`src/hdl/cau_pkg.sv`:
```
// shared types, action codes and saturation helpers for the complex arithmetic unit
// no dependencies
`default_nettype none
package cau_pkg;

   localparam logic [1:0] ACT_ADD = 2'd0;
   localparam logic [1:0] ACT_SUB = 2'd1;
   localparam logic [1:0] ACT_MUL = 2'd2;
   localparam logic [1:0] ACT_DIV = 2'd3;

   localparam int DEN_W = 64;
   localparam int QUO_W = 33;
   localparam int REM_W = DEN_W + QUO_W;
   localparam int CELLS = QUO_W;

   typedef struct packed {
      logic [REM_W-1:0] rem;
      logic [QUO_W-1:0] quo;
      logic             neg;
      logic             pre_ovf;
   } lane_type;

   typedef struct packed {
      logic [1:0]       action;
      logic [DEN_W-1:0] den;
      lane_type         re;
      lane_type         im;
      logic [31:0]      fast_re;
      logic [31:0]      fast_im;
      logic             fast_ovf;
      logic             div_zero;
   } stage_type;

   // {ovf, value}
   function automatic logic [32:0] sat32(input logic signed [64:0] v);
      logic [33:0] hi;
      hi = v[64:31];
      if ((&hi) || !(|hi)) begin
         sat32 = {1'b0, v[31:0]};
      end else if (v[64]) begin
         sat32 = {1'b1, 32'h8000_0000};
      end else begin
         sat32 = {1'b1, 32'h7fff_ffff};
      end
   endfunction

   function automatic logic [32:0] quo_sat(input lane_type l);
      logic [QUO_W-1:0] negq;
      negq = ~l.quo + 1'b1;
      if (l.pre_ovf) begin
         quo_sat = {1'b1, (l.neg ? 32'h8000_0000 : 32'h7fff_ffff)};
      end else if (l.neg) begin
         if (l.quo > 33'h0_8000_0000) begin
            quo_sat = {1'b1, 32'h8000_0000};
         end else begin
            quo_sat = {1'b0, negq[31:0]};
         end
      end else if (l.quo[32] || l.quo[31]) begin
         quo_sat = {1'b1, 32'h7fff_ffff};
      end else begin
         quo_sat = {1'b0, l.quo[31:0]};
      end
   endfunction

endpackage
`default_nettype wire

```
`src/hdl/cau_div_cell.sv`:
```
// one restoring division step for both result parts, one quotient bit per cell
// depends on cau_pkg
`default_nettype none
module cau_div_cell #(
   parameter int SHIFT = 0
) (
   input  wire                 clock,
   input  wire                 reset,
   input  wire                 en,
   input  wire                 in_valid,
   input  cau_pkg::stage_type  in_stage,
   output logic                out_valid,
   output cau_pkg::stage_type  out_stage
);

   logic                      valid_ff;
   cau_pkg::stage_type        stage_ff, stage_in;
   logic [cau_pkg::REM_W-1:0] dsh;

   function automatic cau_pkg::lane_type step(input cau_pkg::lane_type l,
                                              input logic [cau_pkg::REM_W-1:0] d);
      logic [cau_pkg::REM_W:0] trial;
      cau_pkg::lane_type       r;
      trial = {1'b0, l.rem} - {1'b0, d};
      r = l;
      if (!trial[cau_pkg::REM_W]) begin
         r.rem = trial[cau_pkg::REM_W-1:0];
      end
      r.quo = {l.quo[cau_pkg::QUO_W-2:0], !trial[cau_pkg::REM_W]};
      step = r;
   endfunction

   always_comb begin
      dsh = {33'b0, in_stage.den} << SHIFT;
      stage_in    = in_stage;
      stage_in.re = step(in_stage.re, dsh);
      stage_in.im = step(in_stage.im, dsh);
   end

   always_ff @(posedge clock) begin
      if (reset) begin
         valid_ff <= 1'b0;
      end else if (en) begin
         valid_ff <= in_valid;
      end
   end

   always_ff @(posedge clock) begin
      if (en) begin
         stage_ff <= stage_in;
      end
   end

   assign out_valid = valid_ff;
   assign out_stage = stage_ff;

endmodule
`default_nettype wire

```
`config.mk`:
```
export PLATFORM = sky130hd
export DESIGN_NAME = cau_div_cell
export DESIGN_NICKNAME = d
export VERILOG_FILES = /design/src/hdl/cau_pkg.sv /design/src/hdl/cau_div_cell.sv
export SDC_FILE = /design/constraint.sdc
export NUM_CORES = 1
export LEC_CHECK = 0
export ABC_AREA = 0
export BUFFER_PORTS_ARGS = -buffer_cell sky130_fd_sc_hd__buf_4
export CORE_AREA = 3 3 307 309
export CTS_CLUSTER_DIAMETER = 40
export DETAILED_ROUTE_END_ITERATION = 6
export DIE_AREA = 0 0 310 312
export GPL_TIMING_DRIVEN = 0
export PLACE_DENSITY = 0.52
export REMOVE_ABC_BUFFERS = 1
export SLEW_MARGIN = 0
export SYNTH_ARGS = -nofsm -noshare
export SYNTH_HDL_FRONTEND = slang
export SYNTH_SLANG_ARGS = --single-unit
```
`constraint.sdc`:
```
create_clock -name clock -period 9.7 [get_ports clock]
set_input_delay 1.455 -clock clock [delete_from_list [all_inputs] [get_ports clock]]
set_output_delay 1.455 -clock clock [all_outputs]
set_load 0.05 [all_outputs]
```
# ---- Word level (Yosys, flattened, before mapping)
# Cells that the tools add are included.
dict set report totals {
  out_inout_bits 397
  ff_bits 397
  inputBits 400
}
dict set report classes {
  n_reduce_logical 2
  add_sub_neg 2
  muxes 2
}
# operator count
set ops {}
lappend ops {{97-bit by 64-bit subtractor with 98-bit output} 2}
lappend ops {{97-bit 2-to-1 mux} 2}
lappend ops {{1-bit logical NOT} 2}

# ---- Logic depth before layout (Yosys ltp)
# Gate-level depths: netlist (run 1).
dict set report depth {
  word_depth 2
  ltp_mapped 17
  depth_no_buf 14
}

# ---- Worst setup path before layout (run 1)
# OpenSTA, ideal clock, no wires.
dict set report synth_timing {
  path_kind {input port to flip-flop}
  from {in in_stage[350] (netlist name)}
  to {reg stage_ff (netlist bit out_stage[316]) (data pin)}
  setup_time_ns 0.258
  path_slack_ns 4.927
  arrival_time_ns 4.516
  required_ns 9.442
  path_stages 13
  path_buffers 1
  path_cell_list {inv_1 -> ha_1 -> clkbuf_1 -> nand2_1 -> or3_1 -> o211ai_1 -> a221oi_1 -> o21a_1 -> o21ai_1 -> and2_1 -> nand2_1 -> or4b_2 -> xnor2_1}
}
# element line
set synth_rtl {}
lappend synth_rtl {{from (decl)} cau_div_cell.sv:11} ;# input cau_pkg::stage_type in_stage,
lappend synth_rtl {{to (signal assigned)} cau_div_cell.sv:50} ;# stage_ff <= stage_in;
lappend synth_rtl {{to (decl)} cau_div_cell.sv:17} ;# cau_pkg::stage_type stage_ff, stage_in;

==> results of run 1 <==
## power by group through the flow
stage / Combinational, mW / Clock (mW) / Sequential, mW
2_1_floorplan: 0.537 / 0 / 2.86
3_3_place_gp: 1.94 / 0 / 2.22
3_5_place_dp: 1.95 / 0 / 2.21
4_1_cts: 1.95 / 3.32 / 2.18
5_1_grt: 2.05 / 3.41 / 2.20
6_report: 1.95 / 3.25 / 2.18
## area by class of cell
cell class                 instances  area share, %
clock inverter                    78           2.67
tap                             1186           4.38
clock buffer                      99           7.06
timing repair buffer             803           18.3
antenna                           16          0.118
sequential                       397           35.1
inverter                         102           1.14
multi-input combinational       1678           31.2
## flip-flops by register name (all words and copies together) (netlist names)
register   cells
out_stage    396
out_valid      1
## layer usage
layer	GRT usage, %	share of wire, %	vias up
li1	-	-	10100
met1	25.1	40	10300
met2	34.1	48	884
met3	5.98	8.1	165
met4	8.77	3.6	6
met5	0	0.032	-
## kinds of logic (layout without fill, tap and decap cells)
| group | Yosys count | count (layout) | synth area share, % |
|---|---|---|---|
| adder cells (fa/ha/maj) | 130 | 130 | 7.06 |
| XOR/XNOR | 182 | 182 | 6.85 |
| flip-flops | 397 | 397 | 51.2 |
| AO/OA/AOI/OAI | 640 | 640 | 16.3 |
| other | 0 | 16 | 0 |
| AND/OR/NAND/NOR | 713 | 713 | 14.6 |
| multiplexers | 13 | 13 | 0.619 |
| buffers and inverters | 190 | 1082 | 3.36 |
## worst max-delay path: stages
cell and delay (ps):
buf_4 110, inv_1 100, ha_1 350, o21ai_0 100
a211oi_1 350, a21oi_1 210, o41ai_1 1060, o2111ai_1 420
a211oi_1 370, nor3_1 180, o211a_2 360, inv_4 230
buf_16 310, nand3_1 220, nor4_1 450, xor2_1 120
## worst paths after layout
check,start,endpoint,cells after the start
worst max register to register,out_valid$_SDFFE_PP0P_,out_valid$_SDFFE_PP0P_,2
worst min register to register,out_valid$_SDFFE_PP0P_,out_valid$_SDFFE_PP0P_,2
worst min-delay path,out_valid$_SDFFE_PP0P_,out_valid$_SDFFE_PP0P_,2
worst max-delay path,in_stage[334],out_stage[187]$_DFFE_PP_,16
## Yosys cell counts (9+ instances only)
master,number
a211oi_1,13
a21o_1,59
a21oi_1,283
a221oi_1,9
a31oi_1,14
and3_1,12
clkbuf_1,71
edfxtp_1,396
ha_1,128
inv_1,101
mux2_2,11
nand2_1,191
nand2b_1,20
nand3_1,34
nand4_1,56
nor2_1,232
nor2b_1,19
nor3_1,49
nor4_1,27
o211ai_1,15
o21a_1,20
o21ai_0,138
o21bai_1,32
o31ai_1,10
or2_2,12
or3_1,21
xnor2_1,88
xor2_1,94
==> results.tsv, run 1 <==
metric	value	unit
final-hold-violation-count	0	
synth_area_per_cell	10.3	sq um
stdcell_area	33900	sq um
p_total	7.37	mW
seq_power_share	29.6	%
pwr-share-clk	44.0	%
setup_slack	3660	ps
clockBufferDepth	3	
regArea	11900	sq um
cts_buffers	94	
drv_slew	0	
max-slew-margin-rel	18.7	%
ys_ff_latch	397	
ys_seq_area_share	51.2	%
async_reset_ff_share	0	%
crit_arrival	6440	ps
finalWirelength	105000	um
fin_util	37.0	%
layout_common_cells	buf_4, edfxtp_1, a21oi_1	
grt_pass1_vias	21100	
multi_input_area	10600	sq um
insertion_delay	660	ps
post_cts_buffers	0	
synth_area_leaders	edfxtp_1, ha_1, a21oi_1	
antenna_found_initial	18	
num_vias	21400	
clkSlewWorstSetupHoldPaths	50	ps
synth_edf_count	396	
cts-htree-levels	3	
outcome	finished, final reports clean	
drc	0	
switching_share	34.5	%
synthDistinctLibCells	70	
path_class	in2reg	
p_leak	14.1	nW
mostFrequentLayoutCell	buf_4	
netlist.area_leader.share	51.1	%
worst-endpoint-required	10090	ps
initial_core_util	25.4	%
fill_cells	9337	
dpl_cell_area	30600	sq um
tightest_slew	1200	ps
place_congestion	0.942	
syn_area	23300	sq um
hold_slack	527	ps
gr-total-overflow	0	
post-place-cells	4166	
cts_root_buf	clkbuf_16	
p_int	4.83	mW
die_width	310	um
max_freq	165	MHz
core	91700	sq um
final-setup-viol-count	0	
yosys_warnings	0	
hold_class	reg2reg	
fin_cells	4359	
drive_above_1_share	31.9	%
r2r_slack	9100	ps
die_y	312	um
io_pins	797	
placementRows	111	
syn_inst	2265	
cellPowerDensity	218	nW/um^2
drt_first_pass_iters	7	
p_switching	2.54	mW
post-place-ws	2930	ps
viasPerCell	4.91	
p_comb_share	26.4	%
yosysTopAreaCell	edfxtp_1	
track_usage	20.7	%
ctsResizeCount	0	
area_growth	45.7	%
cts_tree	built	
crit_fanout	84	
holdBufCountCts	0	
dieArea	96700	sq um
tns	0	ps
dp_hpwl	87000	um
post-route-min-period	6040	ps
rsz0062_at_grt	false	
grt_pass1_wl	145000	um
end_kind	flop	
max_cap_violations	0	
ir_worst_vdd	135	uV
port_buffers	794	
fin_crit_sh	62.3	%
start_kind	primary input	
drt_iter0_markers	1598	
wl_per_cell	24.2	um
clock_skew	0	ps
grt_start_max_net_pins	111	
ant_nets	0	
fin_nets	3606	
ys.flop_type	edfxtp_1	
cts_sinks	397	
(Power assumes the default switching activity.)
==> run 2: changes to the inputs <==
Settings changed: PLACE_DENSITY 0.52 to 0.54.
Clock period 9.7 ns to 5 ns, I/O delays scaled along.
==> run 2 against run 1 <==
Compared with the run above:
- sequential share of layout area increased by 0.061 points
- routed wire length about the same
- final cell count decreased by 0.53%
- utilization decreased by 0.064 points
- total power increased by 94%
- global-route usage increased by 0.11 points
- critical endpoint is now out_stage[329]$_DFFE_PP_
==> results.tsv, run 2 (synthesis gave the netlist of run 1 again) <==
metric	value	unit
min_path_cells	2	
end_kind	flop	
fin_crit_sh	96.8	%
die_width	310	um
post-route-min-period	4840	ps
gr-usage-met1	25.8	%
start_kind	primary input	
post-place-ws	-1430	ps
viasPerCell	4.92	
cts_sinks	397	
cp_top_family	compound AO/OA/AOI/OAI gates	
drt_iter0_markers	1734	
final-setup-viol-count	0	
grt_pass1_wl	147000	um
cts_buffers	87	
rsz0062_at_grt	false	
placementRows	111	
max-slew-margin-rel	31.8	%
grt_pass1_vias	21100	
io_pins	797	
clockBufferDepth	3	
path_class	in2reg	
largest_register_ffs	396	
outcome	finished, final reports clean	
p_switching	4.70	mW
clock_skew	0	ps
grt_util_met3	5.16	%
p_comb_share	26.5	%
drive_above_1_share	31.8	%
stdcell_area	33800	sq um
drv_slew	0	
p_leak	14.1	nW
area_growth	45.4	%
wl_per_cell	24.3	um
track_usage	20.8	%
drc	0	
crit_arrival	5220	ps
seq_power_share	29.7	%
cts-htree-levels	3	
num_vias	21300	
tns	0	ps
p_total	14.3	mW
post-place-cells	4166	
max_freq	207	MHz
r2r_end	out_valid$_SDFFE_PP0P_	
worstHoldStart	reset	
holdPathEnd	out_valid$_SDFFE_PP0P_	
max_cap_violations	0	
clkSlewWorstSetupHoldPaths	50	ps
r2r_slack	4400	ps
dp_hpwl	87500	um
cts_root_buf	clkbuf_16	
insertion_delay	620	ps
p_int	9.58	mW
r2r_start	out_valid$_SDFFE_PP0P_	
drt_first_pass_iters	5	
cts_tree	built	
cp-startpoint	in_stage[330]	
layout_common_cells	buf_4, edfxtp_1, a21oi_1	
initial_core_util	25.4	%
cp_num_buf_inv	1	
core	91700	sq um
ant_nets	0	
ir_worst_vdd	264	uV
max_stage_delay	860	ps
use_met2	35.1	%
hold_class	in2reg	
place_congestion	0.918	
pwr-share-clk	43.8	%
dpl_cell_area	30600	sq um
crit_cells	14	
worst-endpoint-required	5380	ps
final-hold-violation-count	0	
setup_slack	162	ps
r2r_cells	2	
crit_top_cell	o21ai_0	
crit_fanout	10	
dieArea	96700	sq um
mostFrequentLayoutCell	buf_4	
grt_most_used_layer	met2	
crit_slowest_cell	o21ai_0	
finalWirelength	105000	um
path_cells	buf_4, ha_1, fa_1, nor2b_1, o21ai_0, a21oi_1, o211ai_1, a211oi_1, o21ai_0, o21ai_0, a21oi_1, o21a_1, o2111a_1, xor2_1	
cellPowerDensity	422	nW/um^2
gr-total-overflow	0	
fin_cells	4336	
tightest_slew	1010	ps
grt_start_max_net_pins	110	
switching_share	32.9	%
port_buffers	794	
fin_nets	3600	
antenna_found_initial	9	
die_y	312	um
==> run 2: cell type report <==
cell class | count | area, sq um
well taps | 1186 | 1480
multi-input cells | 1678 | 10700
inverters | 102 | 385
diodes | 8 | 20.0
clock inverters | 65 | 871
clock buffers | 96 | 2320
flip-flops and latches | 397 | 11900
fillers | 9264 | 57800
repair buffers | 804 | 6190
==> run 2: how the worst max path moves through the flow <==
stage	end	slack (ps)
after floorplan	out_stage[316]$_DFFE_PP_	-3360
after global placement	out_stage[319]$_DFFE_PP_	-8110
after detailed placement	out_stage[187]$_DFFE_PP_	-1430
after CTS	out_stage[187]$_DFFE_PP_	9
after global routing	out_stage[329]$_DFFE_PP_	9
final	out_stage[329]$_DFFE_PP_	160
==> run 2: stage by stage <==
stage / hold WS (ps) / util, %
floorplan: 733 / -
global placement: 485 / 33.1
detailed placement: 521 / 33.3
CTS: 221 / 36.8
global route: 244 / 36.9
finish: 278 / 36.9
==> run 2: worst reg2reg max path: stages, from the launching register on <==
cell     delay (ps)
dfxtp_1         310
mux2i_1         120
nor2_1           60
==> run 2: routing by layer <==
metal / wire (um) / share of wire (%)
met1: 43500 / 41
met2: 50800 / 48
met5: 13 / 0.012
met4: 2830 / 2.7
met3: 8290 / 7.9
==> run 2: power by group through the flow <==
stage               registers [mW]  logic (mW)  clock network (mW)
detailed placement            4.29        3.77                   0
floorplan                     5.54        1.04                   0
global placement              4.31        3.77                   0
CTS                           4.24        3.79                6.40
finish                        4.23        3.79                6.26
global route                  4.27        3.99                6.55
==> run 2: repair_timing <==
action                     CTS  global route
setup buffers                0             1
resized for setup            4             7
pin swaps                    0             2
hold buffers                 0             0
setup endpoints to repair   57            24
