<file path="src/hdl/cau_pkg.sv">
// shared types, action codes and saturation helpers for the complex arithmetic unit
// no dependencies
`default_nettype none
package cau_pkg;

   localparam logic [1:0] ACT_ADD = 2'd0;
   localparam logic [1:0] ACT_SUB = 2'd1;
   localparam logic [1:0] ACT_MUL = 2'd2;
   localparam logic [1:0] ACT_DIV = 2'd3;

   localparam int DEN_W = 64;
   localparam int QUO_W = 33;
   localparam int REM_W = DEN_W + QUO_W;
   localparam int CELLS = QUO_W;

   typedef struct packed {
      logic [REM_W-1:0] rem;
      logic [QUO_W-1:0] quo;
      logic             neg;
      logic             pre_ovf;
   } lane_type;

   typedef struct packed {
      logic [1:0]       action;
      logic [DEN_W-1:0] den;
      lane_type         re;
      lane_type         im;
      logic [31:0]      fast_re;
      logic [31:0]      fast_im;
      logic             fast_ovf;
      logic             div_zero;
   } stage_type;

   // {ovf, value}
   function automatic logic [32:0] sat32(input logic signed [64:0] v);
      logic [33:0] hi;
      hi = v[64:31];
      if ((&hi) || !(|hi)) begin
         sat32 = {1'b0, v[31:0]};
      end else if (v[64]) begin
         sat32 = {1'b1, 32'h8000_0000};
      end else begin
         sat32 = {1'b1, 32'h7fff_ffff};
      end
   endfunction

   function automatic logic [32:0] quo_sat(input lane_type l);
      logic [QUO_W-1:0] negq;
      negq = ~l.quo + 1'b1;
      if (l.pre_ovf) begin
         quo_sat = {1'b1, (l.neg ? 32'h8000_0000 : 32'h7fff_ffff)};
      end else if (l.neg) begin
         if (l.quo > 33'h0_8000_0000) begin
            quo_sat = {1'b1, 32'h8000_0000};
         end else begin
            quo_sat = {1'b0, negq[31:0]};
         end
      end else if (l.quo[32] || l.quo[31]) begin
         quo_sat = {1'b1, 32'h7fff_ffff};
      end else begin
         quo_sat = {1'b0, l.quo[31:0]};
      end
   endfunction

endpackage
`default_nettype wire

</file>
<file path="src/hdl/cau_back.sv">
// result selection, quotient saturation and the output register
// depends on cau_pkg
`default_nettype none
module cau_back (
   input  wire                 clock,
   input  wire                 reset,
   input  wire                 en,
   input  wire                 in_valid,
   input  cau_pkg::stage_type  in_stage,
   output logic                out_valid,
   output logic [31:0]         out_re,
   output logic [31:0]         out_im,
   output logic                out_ovf,
   output logic                out_dz
);

   logic        valid_ff;
   logic [31:0] re_ff, im_ff, re_in, im_in;
   logic        ovf_ff, dz_ff, ovf_in, dz_in;
   logic [32:0] qr, qi;

   always_comb begin
      qr = cau_pkg::quo_sat(in_stage.re);
      qi = cau_pkg::quo_sat(in_stage.im);
      dz_in = 1'b0;
      if (in_stage.action != cau_pkg::ACT_DIV) begin
         re_in  = in_stage.fast_re;
         im_in  = in_stage.fast_im;
         ovf_in = in_stage.fast_ovf;
      end else if (in_stage.div_zero) begin
         re_in  = '0;
         im_in  = '0;
         ovf_in = 1'b0;
         dz_in  = 1'b1;
      end else begin
         re_in  = qr[31:0];
         im_in  = qi[31:0];
         ovf_in = qr[32] | qi[32];
      end
   end

   always_ff @(posedge clock) begin
      if (reset) begin
         valid_ff <= 1'b0;
      end else if (en) begin
         valid_ff <= in_valid;
      end
   end

   always_ff @(posedge clock) begin
      if (en) begin
         re_ff  <= re_in;
         im_ff  <= im_in;
         ovf_ff <= ovf_in;
         dz_ff  <= dz_in;
      end
   end

   assign out_valid = valid_ff;
   assign out_re    = re_ff;
   assign out_im    = im_ff;
   assign out_ovf   = ovf_ff;
   assign out_dz    = dz_ff;

endmodule
`default_nettype wire

</file>
<file path="config.mk">
export PLATFORM = sky130hd
export DESIGN_NAME = cau_back
export DESIGN_NICKNAME = d
export VERILOG_FILES = /design/src/hdl/cau_pkg.sv /design/src/hdl/cau_back.sv
export SDC_FILE = /design/constraint.sdc
export NUM_CORES = 1
export LEC_CHECK = 0
export ABC_AREA = 1
export ABC_CLOCK_PERIOD_IN_PS = 1900
export BUFFER_PORTS_ARGS = -buffer_cell sky130_fd_sc_hd__buf_2
export CORE_AREA = 10 10 171 173
export DETAILED_ROUTE_END_ITERATION = 8
export DIE_AREA = 0 0 181 183
export MAX_ROUTING_LAYER = met4
export SLEW_MARGIN = 30
export SYNTH_ARGS = -nofsm -noshare
export SYNTH_HDL_FRONTEND = slang
export SYNTH_SLANG_ARGS = --single-unit
</file>
<file path="constraint.sdc">
create_clock -name clock -period 1.9 [get_ports clock]
set_input_delay 0.38 -clock clock [delete_from_list [all_inputs] [get_ports clock]]
set_output_delay 0.38 -clock clock [all_outputs]
set_load 0.03 [all_outputs]
</file>
=== Yosys cells after proc, flatten, opt, wreduce, memory -nomap -nowiden ===
Cells that the tools add are included.

* Magnitude comparators: 2
* Add/sub/neg operators: 2
* Muxes and demuxes: 17
* Bitwise logic cells: 3
* Reductions and logical operators: 2
* Equal/unequal tests: 1

{| class="wikitable"
|+ Operator list
! cell !! number
|-
| 33-bit two-way mux || 8
|-
| 32-bit two-way mux || 6
|-
| 33-bit by 32-bit greater-than comparator with 1-bit output, second input constant || 2
|-
| 32-bit by 1-bit adder with 32-bit output, second input constant || 2
|-
| 32-bit NOT || 2
|-
| 1-bit two-way mux || 3
|-
| 1-bit logical OR || 2
|-
| 2-bit inequality test, second input constant || 1
|-
| 1-bit OR || 1
|}

* Register bits after elaboration: 67
* Output and inout port bits: 67
* Bits of input ports: 400

=== Longest topological paths before layout ===
Gate-level depths: netlist (run 1).

* Word-level depth: 8
* Depth in mapped cells: 13
* Depth with buffers taken out: 13

=== Worst setup path before layout (run 1) ===
Ideal clock, no wire load.

* Path kind: input port to flip-flop
* Start point: input port in_stage[200] (netlist name)
* End point: register re_ff[31] (netlist: out_re[31]) (data pin)
* Stages on the path: 12
* Setup slack: 0.021 ns
* Required time: 1.644 ns
* Arrival: 1.624 ns
* Setup time: 0.256 ns
* Path buffers: 1
* Cells stage by stage: inv_1 ha_1 nand3_2 nor2_4 nand2_4 nor2_4 nand2_2 nand2_4 buf_8 nand2_1 o21ai_1 nand2_1

* Cells in the longest elaborated chain, start to end: 7
* Elaborated cells between the ends (all ways): 8
* Classes of those cells: add/sub: 1; order compare: 1; mux: 5; bitwise: 1

{| class="wikitable"
|+ Ends and longest elaborated chain
! element !! RTL line !! RTL
|-
| start, declared || cau_back.sv:9 || <nowiki>input cau_pkg::stage_type in_stage,</nowiki>
|-
| 32-bit NOT || cau_pkg.sv:49 || <nowiki>negq = ~l.quo + 1'b1;</nowiki>
|-
| 32-bit by 1-bit adder with 32-bit output || cau_pkg.sv:49 ||
|-
| 33-bit two-way mux (*) || cau_pkg.sv:53 || <nowiki>if (l.quo > 33'h0_8000_0000) begin</nowiki>
|-
| 33-bit two-way mux (*) || cau_pkg.sv:52 || <nowiki>end else if (l.neg) begin</nowiki>
|-
| 33-bit two-way mux (*) || cau_pkg.sv:50 || <nowiki>if (l.pre_ovf) begin</nowiki>
|-
| 32-bit two-way mux (*) || cau_back.sv:30 || <nowiki>end else if (in_stage.div_zero) begin</nowiki>
|-
| 32-bit two-way mux (*) || cau_back.sv:26 || <nowiki>if (in_stage.action != cau_pkg::ACT_DIV) begin</nowiki>
|-
| net re_in[31] || cau_back.sv:18 || <nowiki>logic [31:0] re_ff, im_ff, re_in, im_in;</nowiki>
|-
| end signal, assigned || cau_back.sv:52 || <nowiki>re_ff <= re_in;</nowiki>
|-
| end, declared || cau_back.sv:18 ||
|}

Mark *: on every way through the listed nets, which the timed path passes. The rest lies on a longest branch.
A chain may end at the register's enable or synchronous reset.

=== Worst setup path after layout (run 1) ===
* Start point: input port in_stage[68] (netlist name)
* End point: register im_ff[31] (netlist: out_im[31]) (data pin)

* Cells in the longest elaborated chain, start to end: 7
* Elaborated cells between the ends (all ways): 8
* Classes of those cells: add/sub: 1; order compare: 1; mux: 5; bitwise: 1

{| class="wikitable"
|+ Ends and longest elaborated chain
! element !! RTL line !! RTL
|-
| 32-bit NOT || cau_pkg.sv:49 ||
|-
| 32-bit by 1-bit adder with 32-bit output || cau_pkg.sv:49 ||
|-
| 33-bit two-way mux (*) || cau_pkg.sv:53 ||
|-
| 33-bit two-way mux (*) || cau_pkg.sv:52 ||
|-
| 33-bit two-way mux (*) || cau_pkg.sv:50 ||
|-
| 32-bit two-way mux (*) || cau_back.sv:30 ||
|-
| 32-bit two-way mux (*) || cau_back.sv:26 ||
|-
| net im_in[31] || cau_back.sv:18 ||
|-
| end signal, assigned || cau_back.sv:53 || <nowiki>im_ff <= im_in;</nowiki>
|-
| end, declared || cau_back.sv:18 ||
|}

Marked as above.

==> summary.md, run 1 <==
| Metric | Value |
|---|---|
| Status | finished, final reports clean |
| CTS max path bufs | 2 |
| Final GP Congestion | 0.960 |
| Comb power frac | 0.314 |
| Syn avg cell area | 6.31 µm² |
| Clk pwr share | 0.324 |
| Warnings, synthesis | 0 |
| Cell accounting for the most synthesized area | edfxtp_1 |
| Die height | 183 µm |
| Measured slew at the worst slew-check pin | 526 ps |
| Cell Area, Synth | 5720 µm² |
| Routed WL | 27,800 µm |
| CP arrival | 1870 ps |
| Post-layout power | 5.03 mW |
| Initial DRC count | 664 |
| Largest net degree at the start of global routing | 68 |
| Proportion of layout cells with a drive suffix above 1 | 0.332 |
| Maximum clock rate | 0.563 GHz |
| Slowest-stage cell, CP | o21ai_2 |
| Vias/cell | 4.54 |
| Commonest non-fill, non-tap cell in the layout | nand2_1 |
| Syn Inst Count | 906 |
| DRC Markers | 0 |
| Vias | 7,282 |
| Required time of the critical path | 1990 ps |
| Max Transition Viols Final | 0 |
| Area of the multi-input gates | 3300 µm² |
| Routed Antenna Nets | 0 |
| Yosys reg bits | 67 |
| Internal power | 3.28 mW |
| Area grow syn2layout | 51.2% |
| Critical path fanouts, max | 4 |
| Final #Nets | 1,659 |
| Sequential share of power | 0.362 |
| Ranking of synthesized cells by area | edfxtp_1, nand2_1, nor2_1 |
| Seq/Total Area, Yosys | 0.350 |
| Hold-fix buffers, CTS | 0 |
| Period utilization | 0.935 |
| Initial antenna violation count | 6 |
| Number of global-route vias before repair | 7,135 |
| Cell variety after synth | 33 |
| Depth of the CTS H-tree | 3 |
| Sw Pwr | 1.75 mW |
| Fill cells | 2,853 |
| CTS Buf Count | 9 |
| All-Layer GR Usage | 0.167 |
| CTS tree | built |
| Clk sinks | 67 |
| Leak Pwr | 4.24 nW |
| First-pass GRT wire length | 42,200 µm |
| Clock skew | 0 ps |
| Worst vdd ir | 0.451 mV |
| Die area | 33,100 µm² |
| Routed len/inst | 17.4 µm |
| Root buf cell | clkbuf_16 |
| Port Buf Inserts | 208 |
| Worst-path clk slew | 60 ps |
| Hold Crit Class | in2reg |
| Grt ovf | 0 |
| Cell Chain, Critical Path | buf_2 -> inv_1 -> ha_2 -> nand3_4 -> nor2_4 -> nand2_2 -> nor2_4 -> nand2_2 -> nand2_4 -> nand3_1 -> o21ai_2 -> nand2_1 |
| Max transition margin | 0.648 |
| RSZ-0062 raised after global routing | no |
| Die width | 181 µm |
| Mapped Nets | 1,308 |
| DRT Pass-1 Iters | 5 |
| I/O Pins | 467 |
| Setup_tns | 0 ps |
| Setup crit start kind | input pin |
| Sw frac | 0.348 |
| Pwr dens | 581 nW/µm² |
| Core footprint | 25,800 µm² |
| Row count | 59 |
| Tmin final | 1780 ps |
| Critical path's largest stage delay | 220 ps |
| Most frequent cells in the layout | nand2_1, buf_2, buf_4 |
| DP HPWL | 22,500 µm |
| Final-report setup violation count | 0 |
| Count of final hold-check violations | 0 |
| Share of the synthesized area in the top cell type | 0.346 |
| Crit Path Class | in2reg |
| Starting Density | 0.222 |
| Max-cap check violation count | 0 |
| Register area | 2000 µm² |
| Later-pin clock latency in the skew report | 330 ps |
| CP Capture Type | flip-flop |
==> sequential cells by signal, indices dropped and copies added, names as in the netlist <==
| name | flops |
|---|---|
| out_dz | 1 |
| out_im | 32 |
| out_ovf | 1 |
| out_re | 32 |
| out_valid | 1 |
==> timing repair <==
| action | CTS | global route |
|---|---|---|
| setup endpoints to repair | 0 | 20 |
| gates resized for setup | 0 | 11 |
| setup buffers | 0 | 0 |
==> path summary, 6_finish.rpt <==
check / from / endpoint / slack (ps) / cells past startpoint
min: reset / out_valid / 190 / 2
max reg2reg: out_valid / out_valid / 1320 / 2
max: in_stage[68] / out_im[31] / 120 / 12
min reg2reg: out_valid / out_valid / 490 / 2
==> cell usage after synthesis <==
master and instances:
buf_6 3, nand2_1 357, nand3_4 1, xnor2_1 9, nand4_1 6, and2_1 1
nand3b_1 1, ha_1 2, buf_2 7, nor2_1 126, nor3_1 5, clkbuf_1 15
inv_1 74, mux2i_1 1, nand3_1 66, clkinv_1 3, o21bai_1 3, nand2_4 2
nor2_2 8, nor2_4 6, inv_2 3, nand3_2 3, xor2_1 11, buf_8 1
o21ai_0 50, dfxtp_1 1, buf_1 3, a22oi_1 2, nand2_2 7, edfxtp_1 66
o22ai_1 2, a21oi_1 32, o21ai_1 29
==> kinds of logic (layout without fill, tap and decap cells) <==
family	count (synthesis)	count (layout)	share of synthesized area
flip-flops	67	67	0.350
adder cells (fa/ha/maj)	2	2	0.00437
XOR/XNOR	20	20	0.0306
other	0	6	0
multiplexers	1	1	0.00175
AO/OA/AOI/OAI	118	118	0.106
AND/OR/NAND/NOR	589	589	0.428
buffers and inverters	109	465	0.0790
==> power groups by stage <==
| stage | Clock, mW | Sequential, mW | Combinational (mW) |
|---|---|---|---|
| final | 1.63 | 1.82 | 1.58 |
| after CTS | 1.68 | 1.82 | 1.57 |
| after detailed placement | 0 | 1.85 | 1.57 |
| after global placement | 0 | 1.85 | 1.56 |
| after floorplan | 0 | 2.14 | 0.485 |
| after global routing | 1.73 | 1.83 | 1.72 |
==> worst max-delay path, delay by kind of cell <==
family	cells	cell delay, ps
AOI/OAI and AO/OA	1	220
buffers and inverters	2	200
and+or+nand+nor	8	850
adders and majority gates	1	210
==> cell type report <==
cell class | count | share of cell area
Multi-Input combinational cell | 730 | 0.382
Timing Repair Buffer | 369 | 0.271
Sequential cell | 67 | 0.231
Tap cell | 335 | 0.0485
Inverter | 80 | 0.0347
Clock buffer | 13 | 0.0289
Clock inverter | 3 | 0.00203
Antenna cell | 6 | 0.00174
==> metrics by stage <==
stage | util | cells | hold slack [ps] | setup WS, ps | cell area [µm²]
floorplan | - | 906 | 452 | 20.6 | 5720
global placement | 0.323 | 1581 | 470 | -276 | 8330
detailed placement | 0.323 | 1581 | 475 | -317 | 8330
CTS | 0.334 | 1597 | 172 | 63.4 | 8600
global route | 0.336 | 1603 | 180 | 18.7 | 8650
finish | 0.336 | 1603 | 191 | 123 | 8650
==> metal layers <==
metal,routed length [µm],vias to the layer above,track usage
met1,13700,3337,0.237
li1,-,3623,-
met3,2660,15,0.0510
met5,0,-,-
met2,11200,307,0.227
met4,299,0,0.0335
Power figures use the tool's default switching activity.
==> run 2, diff against run 1 <==
--- a/config.mk
+++ b/config.mk
@@ -8,9 +8,9 @@
 export ABC_AREA = 1
 export ABC_CLOCK_PERIOD_IN_PS = 1900
 export BUFFER_PORTS_ARGS = -buffer_cell sky130_fd_sc_hd__buf_2
-export CORE_AREA = 10 10 171 173
+export CORE_AREA = 2 2 183 185
 export DETAILED_ROUTE_END_ITERATION = 8
-export DIE_AREA = 0 0 181 183
+export DIE_AREA = 0 0 185 187
 export MAX_ROUTING_LAYER = met4
 export SLEW_MARGIN = 30
 export SYNTH_ARGS = -nofsm -noshare
==> summary.md, run 2 (synthesis gave the netlist of run 1 again) <==
| Metric | Value |
|---|---|
| All-Layer GR Usage | 0.155 (-0.0125) |
| Reg2reg start | out_valid |
| Setup_tns | 0 ps (unchanged) |
| Sw Pwr | 1.75 mW (about the same) |
| Hold Crit Class | in2reg |
| CTS tree | built |
| Worst vdd ir | 0.345 mV (-23%) |
| Commonest non-fill, non-tap cell in the layout | nand2_1 |
| Count of final hold-check violations | 0 (unchanged) |
| Vias | 7,227 (-0.76%) |
| Setup ws final | 62.0 ps (-61.0 ps) |
| I/O Pins | 467 (unchanged) |
| Max-cap check violation count | 0 (unchanged) |
| Starting Density | 0.174 (-0.0480) |
| Non-Filler Instances | 1,710 (+6.7%) |
| Worst-path clk slew | 60 ps (about the same) |
| RSZ-0062 raised after global routing | yes |
| Cell family with most CP delay | simple AND/OR/NAND/NOR gates |
| Slowest-stage cell, CP | o21ai_1 |
| Hold EP | out_valid |
| Critical path fanouts, max | 4 (unchanged) |
| First-pass GRT wire length | 39,300 µm (-6.9%) |
| Max Transition Viols Final | 0 (unchanged) |
| Final-report setup violation count | 0 (unchanged) |
| Die height | 187 µm (+2.2%) |
| Routed WL | 26,000 µm (-6.5%) |
| CP Capture Type | flip-flop |
| Leak Pwr | 4.23 nW (-0.14%) |
| Critical path's largest stage delay | 230 ps (about the same) |
| Core footprint | 32,900 µm² (+28%) |
| Crit Path Class | in2reg |
| WP buf/inv | 2 (unchanged) |
| Largest net degree at the start of global routing | 68 (unchanged) |
| DP HPWL | 21,000 µm (-6.7%) |
| Final GP Congestion | 0.981 (+2.2%) |
| Period utilization | 0.967 (+0.0321) |
| Status | finished, final reports clean |
| Initial antenna violation count | 4 (-2) |
| Proportion of layout cells with a drive suffix above 1 | 0.329 (-0.00292) |
| Tmin final | 1840 ps (+61.0 ps) |
| Port Buf Inserts | 208 (unchanged) |
| Required time of the critical path | 2110 ps (+120 ps) |
| Cell count along the critical path | 13 (+1) |
| Area grow syn2layout | 53.0% |
| CP arrival | 2050 ps (+180 ps) |
| Number of global-route vias before repair | 7,032 (-1.4%) |
| Routed Antenna Nets | 0 (unchanged) |
| Fill cells | 3,744 (+31%) |
| Die area | 34,600 µm² (+4.4%) |
| Depth of the CTS H-tree | 3 (unchanged) |
| Max transition margin | 0.708 (+0.0595) |
| Finished Core Util | 0.266 (-0.0694) |
| Final #Nets | 1,655 (-0.24%) |
| Cell Chain, Critical Path | buf_2 -> inv_1 -> ha_1 -> nand3_2 -> nor2_4 -> nand2_2 -> nor2_4 -> nand2_2 -> nand2_2 -> nand2_1 -> o21ai_1 -> nand2_1 -> nand2_1 |
| Placed insts | 1,690 (+6.9%) |
| CTS max path bufs | 2 (unchanged) |
| Maximum clock rate | 0.544 GHz (-3.3%) |
| Initial DRC count | 455 (-31%) |
| Clk pwr share | 0.341 (+0.017) |
| Vias/cell | 4.23 (-7.0%) |
| Root buf cell | clkbuf_16 |
| CTS Buf Count | 9 (unchanged) |
| Pwr dens | 586 nW/µm² (+0.84%) |
| Measured slew at the worst slew-check pin | 437 ps (-88.9 ps) |
| Most frequent cells in the layout | nand2_1, buf_2, buf_4 |
| Later-pin clock latency in the skew report | 340 ps (about the same) |
| Post-CTS Setup Inserts | 0 (unchanged) |
| Clock skew | 0 ps (unchanged) |
| Routed len/inst | 15.2 µm (-12%) |
| Internal power | 3.39 mW (+3.2%) |
| Comb power frac | 0.304 (-0.010) |
| Sw frac | 0.340 (-0.00727) |
| FF-to-FF setup slack | 1330 ps (about the same) |
| Reg2Reg Depth | 2 (unchanged) |
| Row count | 67 (+14%) |
| Setup crit start kind | input pin |
| Worst slack, placed | -259 ps (+57.6 ps) |
| Die width | 185 µm (+2.2%) |
| Clk sinks | 67 (unchanged) |
| DRC Markers | 0 (unchanged) |
| Hold Startpoint | reset |
| DRT Pass-1 Iters | 8 (+3) |
| Worst reg2reg endpoint | out_valid |
| Grt ovf | 0 (unchanged) |
| Sequential share of power | 0.355 (-0.007) |
| Cells on Worst Hold Path | 2 (unchanged) |
## run 2: changes by cell type in the layout (fill, tap and decap cells not counted), moves of 2 or more
cell      delta
buf_4        -3
clkbuf_1     -3
inv_6        +3
diode_2      -2
o21ai_2      -2
## run 2: area by class of cell
class,instances,area [µm²],area share
Timing Repair Buffer,365,2310,0.264
Tap cell,448,561,0.0640
Clock inverter,7,73.8,0.00843
Inverter,80,300,0.0343
Sequential cell,67,2000,0.229
Clock buffer,9,225,0.0257
Multi-Input combinational cell,730,3270,0.374
Antenna cell,4,10.0,0.00114
## run 2: stage by stage
step / area (µm²) / power (mW) / hold slack, ps
2_1_floorplan: 5720 / 2.62 / 452
4_1_cts: 8740 / 5.21 / 159
6_report: 8750 / 5.13 / 185
5_1_grt: 8750 / 5.40 / 174
3_3_place_gp: 8440 / 3.40 / 472
3_5_place_dp: 8440 / 3.40 / 484
## run 2: what timing repair did
| action | 4_1_cts | 5_1_grt |
|---|---|---|
| endpoints found under the setup margin | 0 | 10 |
| resized for setup | 0 | 2 |
| hold buffers | 0 | 0 |
| hold endpoints to repair | 0 | 0 |
## run 2: power groups by stage
stage	combinational (mW)	clock, mW	sequential [mW]
floorplan	0.485	0	2.14
global placement	1.54	0	1.85
detailed placement	1.55	0	1.85
CTS	1.56	1.84	1.82
global route	1.70	1.87	1.83
finish	1.56	1.75	1.82
## run 2: worst max-delay path by stage
stage	from	to	slack, ps
floorplan	in_stage[200]	out_re[31]	20
global placement	in_stage[68]	out_im[6]	-240
detailed placement	in_stage[68]	out_im[9]	-260
CTS	in_stage[68]	out_im[10]	100
global route	in_stage[68]	out_im[25]	-20
finish	in_stage[68]	out_im[10]	60
## run 2: per-layer routing
metal | track usage | wire length [µm] | vias to the layer above
li1 | - | - | 3620
met1 | 0.221 | 12800 | 3271
met2 | 0.220 | 10600 | 309
met3 | 0.0317 | 2160 | 27
met4 | 0.0409 | 458 | 0
met5 | - | 0 | -
